## src/ipac_pkg.sv

```systemverilog
// ipac_pkg: word types, reservation codes and address type codes for the
// IP address classifier. No dependencies.
`default_nettype none

package ipac_pkg;

    typedef struct packed {
        logic        is_v6;
        logic [63:0] addr_hi;
        logic [63:0] addr_lo;
        logic [15:0] port;
    } ipac_item_t;

    typedef struct packed {
        logic [3:0] reservation;
        logic       reserved;
        logic       loopback;
        logic       multicast;
        logic       valid_res;
        logic       routable;
        logic [1:0] addr_type;
        logic       endpoint_valid;
        logic       endpoint_routable;
    } ipac_result_t;

    localparam logic [3:0] RES_NONE = 4'd0;
    localparam logic [3:0] RES_1918 = 4'd1;
    localparam logic [3:0] RES_2544 = 4'd2;
    localparam logic [3:0] RES_6598 = 4'd3;
    localparam logic [3:0] RES_5737 = 4'd4;
    localparam logic [3:0] RES_3927 = 4'd5;
    localparam logic [3:0] RES_3849 = 4'd6;
    localparam logic [3:0] RES_3964 = 4'd7;
    localparam logic [3:0] RES_4193 = 4'd8;
    localparam logic [3:0] RES_4380 = 4'd9;
    localparam logic [3:0] RES_4843 = 4'd10;
    localparam logic [3:0] RES_4862 = 4'd11;
    localparam logic [3:0] RES_6052 = 4'd12;
    localparam logic [3:0] RES_6145 = 4'd13;

    localparam logic [1:0] TYPE_NONE = 2'd0;
    localparam logic [1:0] TYPE_IPV4 = 2'd1;
    localparam logic [1:0] TYPE_IPV6 = 2'd2;

endpackage

`default_nettype wire

```

## src/ip_address_classifier.sv

```systemverilog
// ip_address_classifier: top level, input register, prefix match logic and
// result register. Depends on ipac_pkg.
//
// Usage:
//   Drive item with an IPv4 or IPv6 address and a port and raise start for
//   one cycle per word. busy stays low, so a word is taken on every edge at
//   which start is high; a new word may follow in every cycle.
//   Each word gives exactly one result word on result, marked by done for
//   one cycle. The receiver cannot stall, so the result must be taken in
//   that cycle.
//   The path from the accepting edge to the done cycle runs through the
//   input register, then the result register.
//   Throughput: one word per cycle, set by the single pass of prefix
//   compares between the two registers.
//   Reset (rst_n low) clears both valid flags; no result is shown until a
//   word has been accepted after reset.
`default_nettype none

module ip_address_classifier
    import ipac_pkg::*;
(
    input  wire logic         clk,
    input  wire logic         rst_n,
    input  wire logic         start,
    output logic              busy,
    input  wire ipac_item_t   item,
    output logic              done,
    output ipac_result_t      result
);

    logic         valid_reg;
    ipac_item_t   item_reg;
    logic         done_reg;
    ipac_result_t result_reg;
    ipac_result_t result_next;

    logic [31:0] a4;
    logic [7:0]  b0;
    logic [7:0]  b1;
    logic [7:0]  b2;
    logic [31:0] w0;
    logic [3:0]  res_v4;
    logic [3:0]  res_v6;
    logic        zero;
    logic        loop;
    logic        mcast;
    logic [3:0]  res;
    logic        blocked;
    logic        rout;
    logic        port_ok;

    assign busy = 1'b0;

    always_ff @(posedge clk or negedge rst_n)
    begin
        if (!rst_n)
        begin
            valid_reg <= 1'b0;
            done_reg  <= 1'b0;
        end
        else
        begin
            valid_reg <= start && !busy;
            done_reg  <= valid_reg;
        end
    end

    always_ff @(posedge clk)
    begin
        if (start && !busy)
        begin
            item_reg <= item;
        end
        if (valid_reg)
        begin
            result_reg <= result_next;
        end
    end

    assign a4 = item_reg.addr_lo[31:0];
    assign b0 = a4[31:24];
    assign b1 = a4[23:16];
    assign b2 = a4[15:8];
    assign w0 = item_reg.addr_hi[63:32];

    always_comb
    begin
        res_v4 = RES_NONE;
        if (b0 == 8'd10 || (b0 == 8'd172 && b1[7:4] == 4'h1) ||
            (b0 == 8'd192 && b1 == 8'd168))
        begin
            res_v4 = RES_1918;
        end
        if (b0 == 8'd198 && b1[7:1] == 7'd9)
        begin
            res_v4 = RES_2544;
        end
        if (b0 == 8'h64 && b1[7:6] == 2'b01)
        begin
            res_v4 = RES_6598;
        end
        if ((b0 == 8'd192 && b1 == 8'd0 && b2 == 8'd2) ||
            (b0 == 8'd198 && b1 == 8'd51 && b2 == 8'h64) ||
            (b0 == 8'd203 && b1 == 8'd0 && b2 == 8'd113))
        begin
            res_v4 = RES_5737;
        end
        if (b0 == 8'd169 && b1 == 8'd254)
        begin
            res_v4 = RES_3927;
        end
    end

    always_comb
    begin
        res_v6 = RES_NONE;
        if (w0 == 32'h2001_0DB8)
        begin
            res_v6 = RES_3849;
        end
        if (w0[31:16] == 16'h2002)
        begin
            res_v6 = RES_3964;
        end
        if (w0[31:25] == 7'h7E)
        begin
            res_v6 = RES_4193;
        end
        if (w0 == 32'h2001_0000)
        begin
            res_v6 = RES_4380;
        end
        if (w0[31:4] == 28'h2001_001)
        begin
            res_v6 = RES_4843;
        end
        if (w0[31:16] == 16'hFE80)
        begin
            res_v6 = RES_4862;
        end
        if (w0 == 32'h0064_FF9B)
        begin
            res_v6 = RES_6052;
        end
        if (item_reg.addr_hi == 64'd0 && item_reg.addr_lo[63:32] == 32'hFFFF_0000)
        begin
            res_v6 = RES_6145;
        end
    end

    always_comb
    begin
        if (item_reg.is_v6)
        begin
            zero  = (item_reg.addr_hi == 64'd0) && (item_reg.addr_lo == 64'd0);
            loop  = (item_reg.addr_hi == 64'd0) && (item_reg.addr_lo == 64'd1);
            mcast = (item_reg.addr_hi[63:56] == 8'hFF);
            res   = zero ? RES_NONE : res_v6;
        end
        else
        begin
            zero  = (a4 == 32'd0);
            loop  = (b0 == 8'd127);
            mcast = (a4[31:28] == 4'hE);
            res   = zero ? RES_NONE : res_v4;
        end
    end

    always_comb
    begin
        case (res)
            RES_1918, RES_2544, RES_3927, RES_4862, RES_6598,
            RES_5737, RES_4193, RES_4843, RES_3849: blocked = 1'b1;
            default:                                blocked = 1'b0;
        endcase
    end

    assign rout    = !zero && !loop && !blocked;
    assign port_ok = (item_reg.port > 16'd1) && (item_reg.port != 16'hFFFF);

    always_comb
    begin
        result_next.reservation       = res;
        result_next.reserved          = (res != RES_NONE);
        result_next.loopback          = loop;
        result_next.multicast         = mcast;
        result_next.valid_res         = !zero;
        result_next.routable          = rout;
        result_next.addr_type         = !rout ? TYPE_NONE :
                                        (item_reg.is_v6 ? TYPE_IPV6 : TYPE_IPV4);
        result_next.endpoint_valid    = !zero && port_ok;
        result_next.endpoint_routable = rout && port_ok;
    end

    assign done   = done_reg;
    assign result = result_reg;

    a_done_follows_item: assert property (@(posedge clk) disable iff (!rst_n)
        valid_reg |=> done)
        else $error("accepted word did not produce a result");

    a_no_spurious_done: assert property (@(posedge clk) disable iff (!rst_n)
        done |-> $past(valid_reg))
        else $error("result shown without an accepted word");

    a_routable_implies_valid: assert property (@(posedge clk) disable iff (!rst_n)
        done && result.routable |-> result.valid_res && !result.loopback)
        else $error("routable result for invalid or loopback address");

    a_type_needs_routable: assert property (@(posedge clk) disable iff (!rst_n)
        done && result.addr_type != TYPE_NONE |-> result.routable)
        else $error("address type set on unroutable address");

    a_endpoint_order: assert property (@(posedge clk) disable iff (!rst_n)
        done && result.endpoint_routable |-> result.endpoint_valid)
        else $error("endpoint routable without endpoint valid");

endmodule

`default_nettype wire

```

## config.mk

```make
export PLATFORM = sky130hd
export DESIGN_NAME = ip_address_classifier
export DESIGN_NICKNAME = d
export VERILOG_FILES = /design/src/ipac_pkg.sv /design/src/ip_address_classifier.sv
export SDC_FILE = /design/constraint.sdc
export NUM_CORES = 1
export LEC_CHECK = 0
export BUFFER_PORTS_ARGS = -buffer_cell sky130_fd_sc_hd__buf_2
export CAP_MARGIN = 20
export CORE_MARGIN = 2
export CORE_UTILIZATION = 35
export DETAILED_ROUTE_END_ITERATION = 8
export PLACE_DENSITY = 0.55
export RECOVER_POWER = 50
export SYNTH_ARGS = -nofsm -noshare
export SYNTH_HDL_FRONTEND = slang
export SYNTH_SLANG_ARGS = --single-unit
```

## constraint.sdc

```tcl
create_clock -name clk -period 5.11 [get_ports clk]
set_input_delay 0.511 -clock clk [delete_from_list [all_inputs] [get_ports clk]]
set_output_delay 0.511 -clock clk [all_outputs]
set_load 0.005 [all_outputs]
```

==> results of run 1 <==
[routing by layer]
| layer | wire length (um) | share of wire, % | global-route usage [%] |
|---|---|---|---|
| met2 | 6256 | 49 | 23.65 |
| met3 | 866 | 6.8 | 5.406 |
| met4 | 183 | 1.4 | 5.266 |
| met1 | 5341 | 42 | 17.04 |
| met5 | 0 | 0 | 0 |
[power groups by stage]
stage / Clock (W) / Combinational [W] / Sequential, W
6_report: 0.00117 / 0.000132 / 0.00162
2_1_floorplan: 0 / 0.0000434 / 0.00163
5_1_grt: 0.00126 / 0.000148 / 0.00163
3_3_place_gp: 0 / 0.000130 / 0.00164
4_1_cts: 0.00120 / 0.000134 / 0.00162
3_5_place_dp: 0 / 0.000133 / 0.00165
[area by class of cell]
| class | count | share of cell area, % |
|---|---|---|
| Multi-Input combinational cell | 192 | 16.48 |
| Tap cell | 225 | 3.638 |
| Inverter | 3 | 0.1455 |
| Clock buffer | 19 | 5.595 |
| Antenna cell | 1 | 0.03234 |
| Sequential cell | 160 | 61.97 |
| Clock inverter | 13 | 1.472 |
| Timing Repair Buffer | 163 | 10.67 |
[worst max-delay path, delay by kind of cell, from the launching register on]
family | cells | cell delay [ns]
AND/OR/NAND/NOR | 3 | 1.16
AO/OA/AOI/OAI | 5 | 0.98
flip-flops | 1 | 0.41
[cells in the mapped netlist (4+ instances only)]
| cell type | number |
|---|---|
| o21ai_0 | 4 |
| nor2b_1 | 6 |
| nand2_1 | 23 |
| nand4b_1 | 7 |
| nor3_1 | 8 |
| nor4_2 | 5 |
| nand4_1 | 20 |
| nor4_1 | 35 |
| edfxtp_1 | 158 |
| nor2_1 | 8 |
| nand2b_1 | 7 |
| nand3_1 | 16 |
| a21oi_1 | 6 |
[timing repair]
| action | CTS | global route |
|---|---|---|
| endpoints found under the hold margin | 2 | 0 |
| resized for setup | 0 | 0 |
| hold buffers | 1 | 0 |
[metrics by stage]
| stage | cell area, um2 | utilization, % |
|---|---|---|
| 6_report | 7737 | 45.05 |
| 5_1_grt | 7735 | 45.03 |
| 4_1_cts | 7739 | 45.05 |
| 3_5_place_dp | 7182 | 41.81 |
| 3_3_place_gp | 7182 | 41.81 |
| 2_1_floorplan | 6105 | - |
[final timing paths]
| path | from | endpoint | slack, ns | cells after the start |
|---|---|---|---|---|
| setup / recovery | item_reg[137]$_DFFE_PP_ | result[4]$_DFFE_PP_ | 2.30 | 8 |
| hold / removal | item[10] | item_reg[10]$_DFFE_PP_ | 0.26 | 1 |
| hold reg to reg | valid_reg$_DFF_PN0_ | done$_DFF_PN0_ | 0.72 | 0 |
| max in group asynchronous | rst_n | done$_DFF_PN0_ | 4.58 | 2 |
| setup reg to reg | item_reg[137]$_DFFE_PP_ | result[4]$_DFFE_PP_ | 2.30 | 8 |
| min in group asynchronous | rst_n | valid_reg$_DFF_PN0_ | 0.41 | 2 |
[kinds of logic after synthesis]
family	Yosys count	synth area share, %
and+or+nand+nor	161	16.91
DFF	160	78.54
AOI/OAI and AO/OA	30	3.915
buffers and inverters	7	0.5737
other	1	0.06143
==> flow_summary.json, run 1 <==
{
  "drc": 0,
  "largest_reg_flops": 113,
  "path_clk_slew_ns": 0.06,
  "hold_class": "primary input to flop",
  "cts_root_buf": "clkbuf_16",
  "synth_cells": 359,
  "fp.dieH_um": 136.1,
  "syn_to_final_growth_pct": 26.75,
  "switching_power_w": 0.0006251,
  "grt_overflow": 0,
  "ys_top_cells_by_area": "edfxtp_1 (78%), nor4_1 (3.6%), nand4_1 (2.0%)",
  "initial_core_util_pct": 35.54,
  "num_rows": 48,
  "register_area_um2": 4795,
  "p_int_w": 0.002297,
  "ioPinCount": 163,
  "nets": 685,
  "multi_input_area_um2": 1275,
  "cp_max_fo": 4,
  "p_clk_share_pct": 40.1,
  "ys_seq_area_share_pct": 78.54,
  "clk_latency_ns": 0.42,
  "drt_iter0_markers": 320,
  "dp.cells": 742,
  "stdcell_count": 776,
  "gr-usage-all-layers_pct": 14.30,
  "outcome": "finished, final reports clean",
  "synth-seq-cells": 160,
  "drt_first_pass_iters": 4,
  "cp.arrival_ns": 2.96,
  "grt_pass1_vias": 3996,
  "comb_power_share_pct": 4.5,
  "cp.required_ns": 5.26,
  "fin_setup_tns_ns": 0,
  "peakVddDrop_uv": 235.6,
  "synth_top_area_cell": "edfxtp_1",
  "layout-drive-gt1-share_pct": 36.18,
  "finalCritPeriodShare_pct": 55.02,
  "p_sw_share_pct": 21.39,
  "syn_area_um2": 6105,
  "synth_edf_count": 158,
  "power_w": 0.002922,
  "h-tree-depth": 4,
  "critPathLaunchType": "flop",
  "routedWlPerCell_um": 16.30,
  "ys.flop_type": "edfxtp_1",
  "yosysWarnings": 0,
  "final.min_clock_period_ns": 2.812,
  "synth_cell_types": 48,
  "worst_slack_ns": 2.298,
  "fillCellCount": 1581,
  "path_class": "flop to flop",
  "setup_violations": 0,
  "critPathMaxStageDelay_ns": 0.53,
  "drv_slew": 0,
  "p_seq_share_pct": 55.4,
  "avgSynthCellArea_um2": 17.00,
  "holdWs_ns": 0.2623,
  "p_per_area_nw_per_um2": 377.6,
  "cap_viol_max_count": 0,
  "cts_buffer_depth": 2,
  "cp-end-kind": "flop",
  "numCtsBuffers": 17,
  "portBuffers": 161,
  "pre_cts_ws_ns": 2.366,
  "layout_commonest_cell": "edfxtp_1",
  "clock-sinks": 160,
  "grt_pass1_wl_mm": 19.74,
  "crit_chain": "nor4_2 -> nand4_1 -> nor4_1 -> a221o_1 -> a22o_1 -> a211oi_2 -> a21oi_1 -> o21ai_1",
  "fmax_ghz": 0.3557,
  "tightest_slew_ns": 0.8795,
  "dieWidth_um": 136.1,
  "routed_wl_mm": 12.65,
  "post_cts_buffers": 0,
  "grt_antenna_before_repair": 0,
  "via_per_inst": 4.888,
  "dpl.hpwl_mm": 9.391,
  "hold_viol": 0,
  "place.gp.congestion": 0.8915,
  "synth_nets": 507,
  "skew_ns": 0.008356,
  "relSlewSlack_pct": 41.37,
  "p_leak_nw": 2.798,
  "rsz0062_at_grt": "false",
  "slowest_stage": "nor4_1",
  "ant_nets": 0,
  "core_um2": 17180,
  "layout_common_cells": "edfxtp_1 (158), buf_2 (157), nor4_1 (35), nand2_1 (23), nand4_1 (20)",
  "dieArea_um2": 18510,
  "synth_top_area_share_pct": 77.72,
  "async_reset_ff_share_pct": 1.250,
  "grt_max_degree": 97,
  "num_vias": 3793,
  "cts_tree": "yes"
}
Power figures use the tool's default switching activity.
==> run 2: changes to the inputs <==
--- a/config.mk
+++ b/config.mk
@@ -10,7 +10,7 @@
 export CORE_MARGIN = 2
 export CORE_UTILIZATION = 35
 export DETAILED_ROUTE_END_ITERATION = 8
-export PLACE_DENSITY = 0.55
+export PLACE_DENSITY = 0.57
 export RECOVER_POWER = 50
 export SYNTH_ARGS = -nofsm -noshare
 export SYNTH_HDL_FRONTEND = slang
==> constraint.sdc (replaced) <==
create_clock -name clk -period 2.35 [get_ports clk]
set_input_delay 0.235 -clock clk [delete_from_list [all_inputs] [get_ports clk]]
set_output_delay 0.235 -clock clk [all_outputs]
set_load 0.005 [all_outputs]
==> flow_summary.json, run 2 (synthesis results as in run 1) <==
{
  "syn_to_final_growth_pct": 62.98,
  "register_area_um2": 4795,
  "layout-drive-gt1-share_pct": 37.89,
  "grt_pass1_wl_mm": 23.97,
  "p_int_w": 0.005482,
  "ioPinCount": 163,
  "dieWidth_um": 136.1,
  "outcome": "finished with violations",
  "drt_first_pass_iters": 6,
  "skew_ns": 0.01380,
  "power_w": 0.007043,
  "routedWlPerCell_um": 15.68,
  "setup_violations": 6,
  "p_leak_nw": 3.840,
  "worst_slack_ns": -0.1767,
  "cp_max_fo": 3,
  "dpl.hpwl_mm": 9.998,
  "grt_overflow": 0,
  "grt_pass1_vias": 4981,
  "cp.required_ns": 2.53,
  "cts_root_buf": "clkbuf_16",
  "layout_commonest_cell": "edfxtp_1",
  "fmax_ghz": 0.3958,
  "comb_power_share_pct": 8.7,
  "core_um2": 17180,
  "grt_max_degree": 58,
  "path_clk_slew_ns": 0.07,
  "drv_slew": 0,
  "ant_nets": 0,
  "path_class": "flop to flop",
  "cap_viol_max_count": 0,
  "clock-sinks": 160,
  "largest_reg_flops": 113,
  "numCtsBuffers": 17,
  "fillCellCount": 1317,
  "p_sw_share_pct": 22.17,
  "p_per_area_nw_per_um2": 707.9,
  "gr-usage-all-layers_pct": 17.17,
  "finish.utilization_pct": 57.93,
  "clk_latency_ns": 0.44,
  "place.gp.congestion": 0.8666,
  "switching_power_w": 0.001561,
  "drc": 0,
  "final.min_clock_period_ns": 2.527,
  "num_rows": 48,
  "via_per_inst": 4.786,
  "critPathLaunchType": "flop",
  "peakVddDrop_uv": 534.0,
  "diodes": 0,
  "portBuffers": 161,
  "finalCritPeriodShare_pct": 107.5,
  "cp.arrival_ns": 2.70,
  "initial_core_util_pct": 35.54,
  "p_seq_share_pct": 49.9,
  "drt_iter0_markers": 259,
  "num_vias": 4714,
  "violations": "setup timing",
  "cts_buffer_depth": 2,
  "multi_input_area_um2": 1451,
  "hold_viol": 0,
  "nets": 896,
  "layout_common_cells": "edfxtp_1 (158), buf_2 (157), dlygate4sd3_1 (146), buf_4 (64), nor4_1 (25)",
  "pre_cts_ws_ns": -0.2680,
  "tightest_slew_ns": 1.235,
  "routed_wl_mm": 15.45,
  "cp-end-kind": "flop",
  "hold_class": "primary input to asynchronous set/reset pin",
  "grt_antenna_before_repair": 0,
  "rsz0062_at_grt": "true",
  "cts_tree": "yes",
  "fp.dieH_um": 136.1,
  "p_clk_share_pct": 41.4,
  "dieArea_um2": 18510,
  "relSlewSlack_pct": 17.63,
  "h-tree-depth": 4
}
## run 2: cell types whose count changed in the layout (fill, tap and decap cells not counted), moves of 2 or more
cell           previous run  this run
clkbuf_1                  5         3
bufinv_16                 1         3
nor4_2                    5        11
inv_8                     0         3
a21oi_1                   6         3
a21oi_4                   0         2
clkinv_4                  4         1
buf_4                     1        64
inv_6                     2         4
clkinv_1                  3         0
nor4_4                    3         7
dlygate4sd3_1             1       146
nor4_1                   35        25
## run 2: worst paths after layout
path                                         start                       to  slack, ns  cells after the start
hold reg to reg                valid_reg$_DFF_PN0_           done$_DFF_PN0_       0.70                      0
min in group clk                          item[13]   item_reg[13]$_DFFE_PP_       0.50                      2
setup reg to reg           item_reg[142]$_DFFE_PP_  result[3]$_SDFFCE_PN0P_      -0.18                     12
max in group asynchronous                    rst_n           done$_DFF_PN0_       2.11                      2
hold / removal                               rst_n      valid_reg$_DFF_PN0_       0.12                      2
setup / recovery           item_reg[142]$_DFFE_PP_  result[3]$_SDFFCE_PN0P_      -0.18                     12
## run 2: repair_timing
action                     4_1_cts  5_1_grt
pin swaps                        8       18
buffers inserted                 9        4
hold endpoints to repair       147        0
setup endpoints to repair        9       11
gates resized for setup          7       22
hold buffers                   146        0
## run 2: power by group through the flow
stage / Clock, W / Sequential [W] / Combinational [W]
after floorplan: 0 / 0.00354 / 0.0000944
after global placement: 0 / 0.00355 / 0.000380
after detailed placement: 0 / 0.00356 / 0.000392
after CTS: 0.00298 / 0.00350 / 0.000594
after global routing: 0.00309 / 0.00354 / 0.000662
final: 0.00292 / 0.00351 / 0.000611
## run 2: cell type report
cell class	count	area share, %
flip-flops and latches	160	48.19
repair buffers	374	28.01
multi-input cells	192	14.59
clock buffers	17	4.276
well taps	225	2.829
clock inverters	14	1.999
inverters	3	0.1132
## run 2: worst max-delay path: stages (launching register included)
cell and delay [ns]:
edfxtp_1 0.40, nor4_4 0.07, buf_4 0.13, buf_4 0.12, buf_4 0.12, buf_4 0.12, buf_4 0.12, and4_1 0.17
a221o_1 0.37, a22o_4 0.31, a21oi_4 0.16, nand2b_4 0.14, o21ai_1 0.05
## run 2: metal layers
metal / vias up / wire length (um) / global-route usage (%)
met5: - / 0 / 0
met3: 25 / 775 / 4.549
li1: 2272 / - / -
met1: 2271 / 6342 / 19.97
met2: 146 / 8023 / 30.07
met4: 0 / 303 / 7.002
## run 2: per-stage QoR
stage,std cells,area (um2),setup TNS [ns],hold WS [ns]
2_1_floorplan,359,6105,0,-0.06059
3_3_place_gp,795,7592,-0.9087,0.02185
3_5_place_dp,795,7592,-1.210,0.02359
4_1_cts,981,9789,-1.338,0.09239
5_1_grt,985,9950,-2.197,0.1098
6_report,985,9950,-0.8436,0.1178
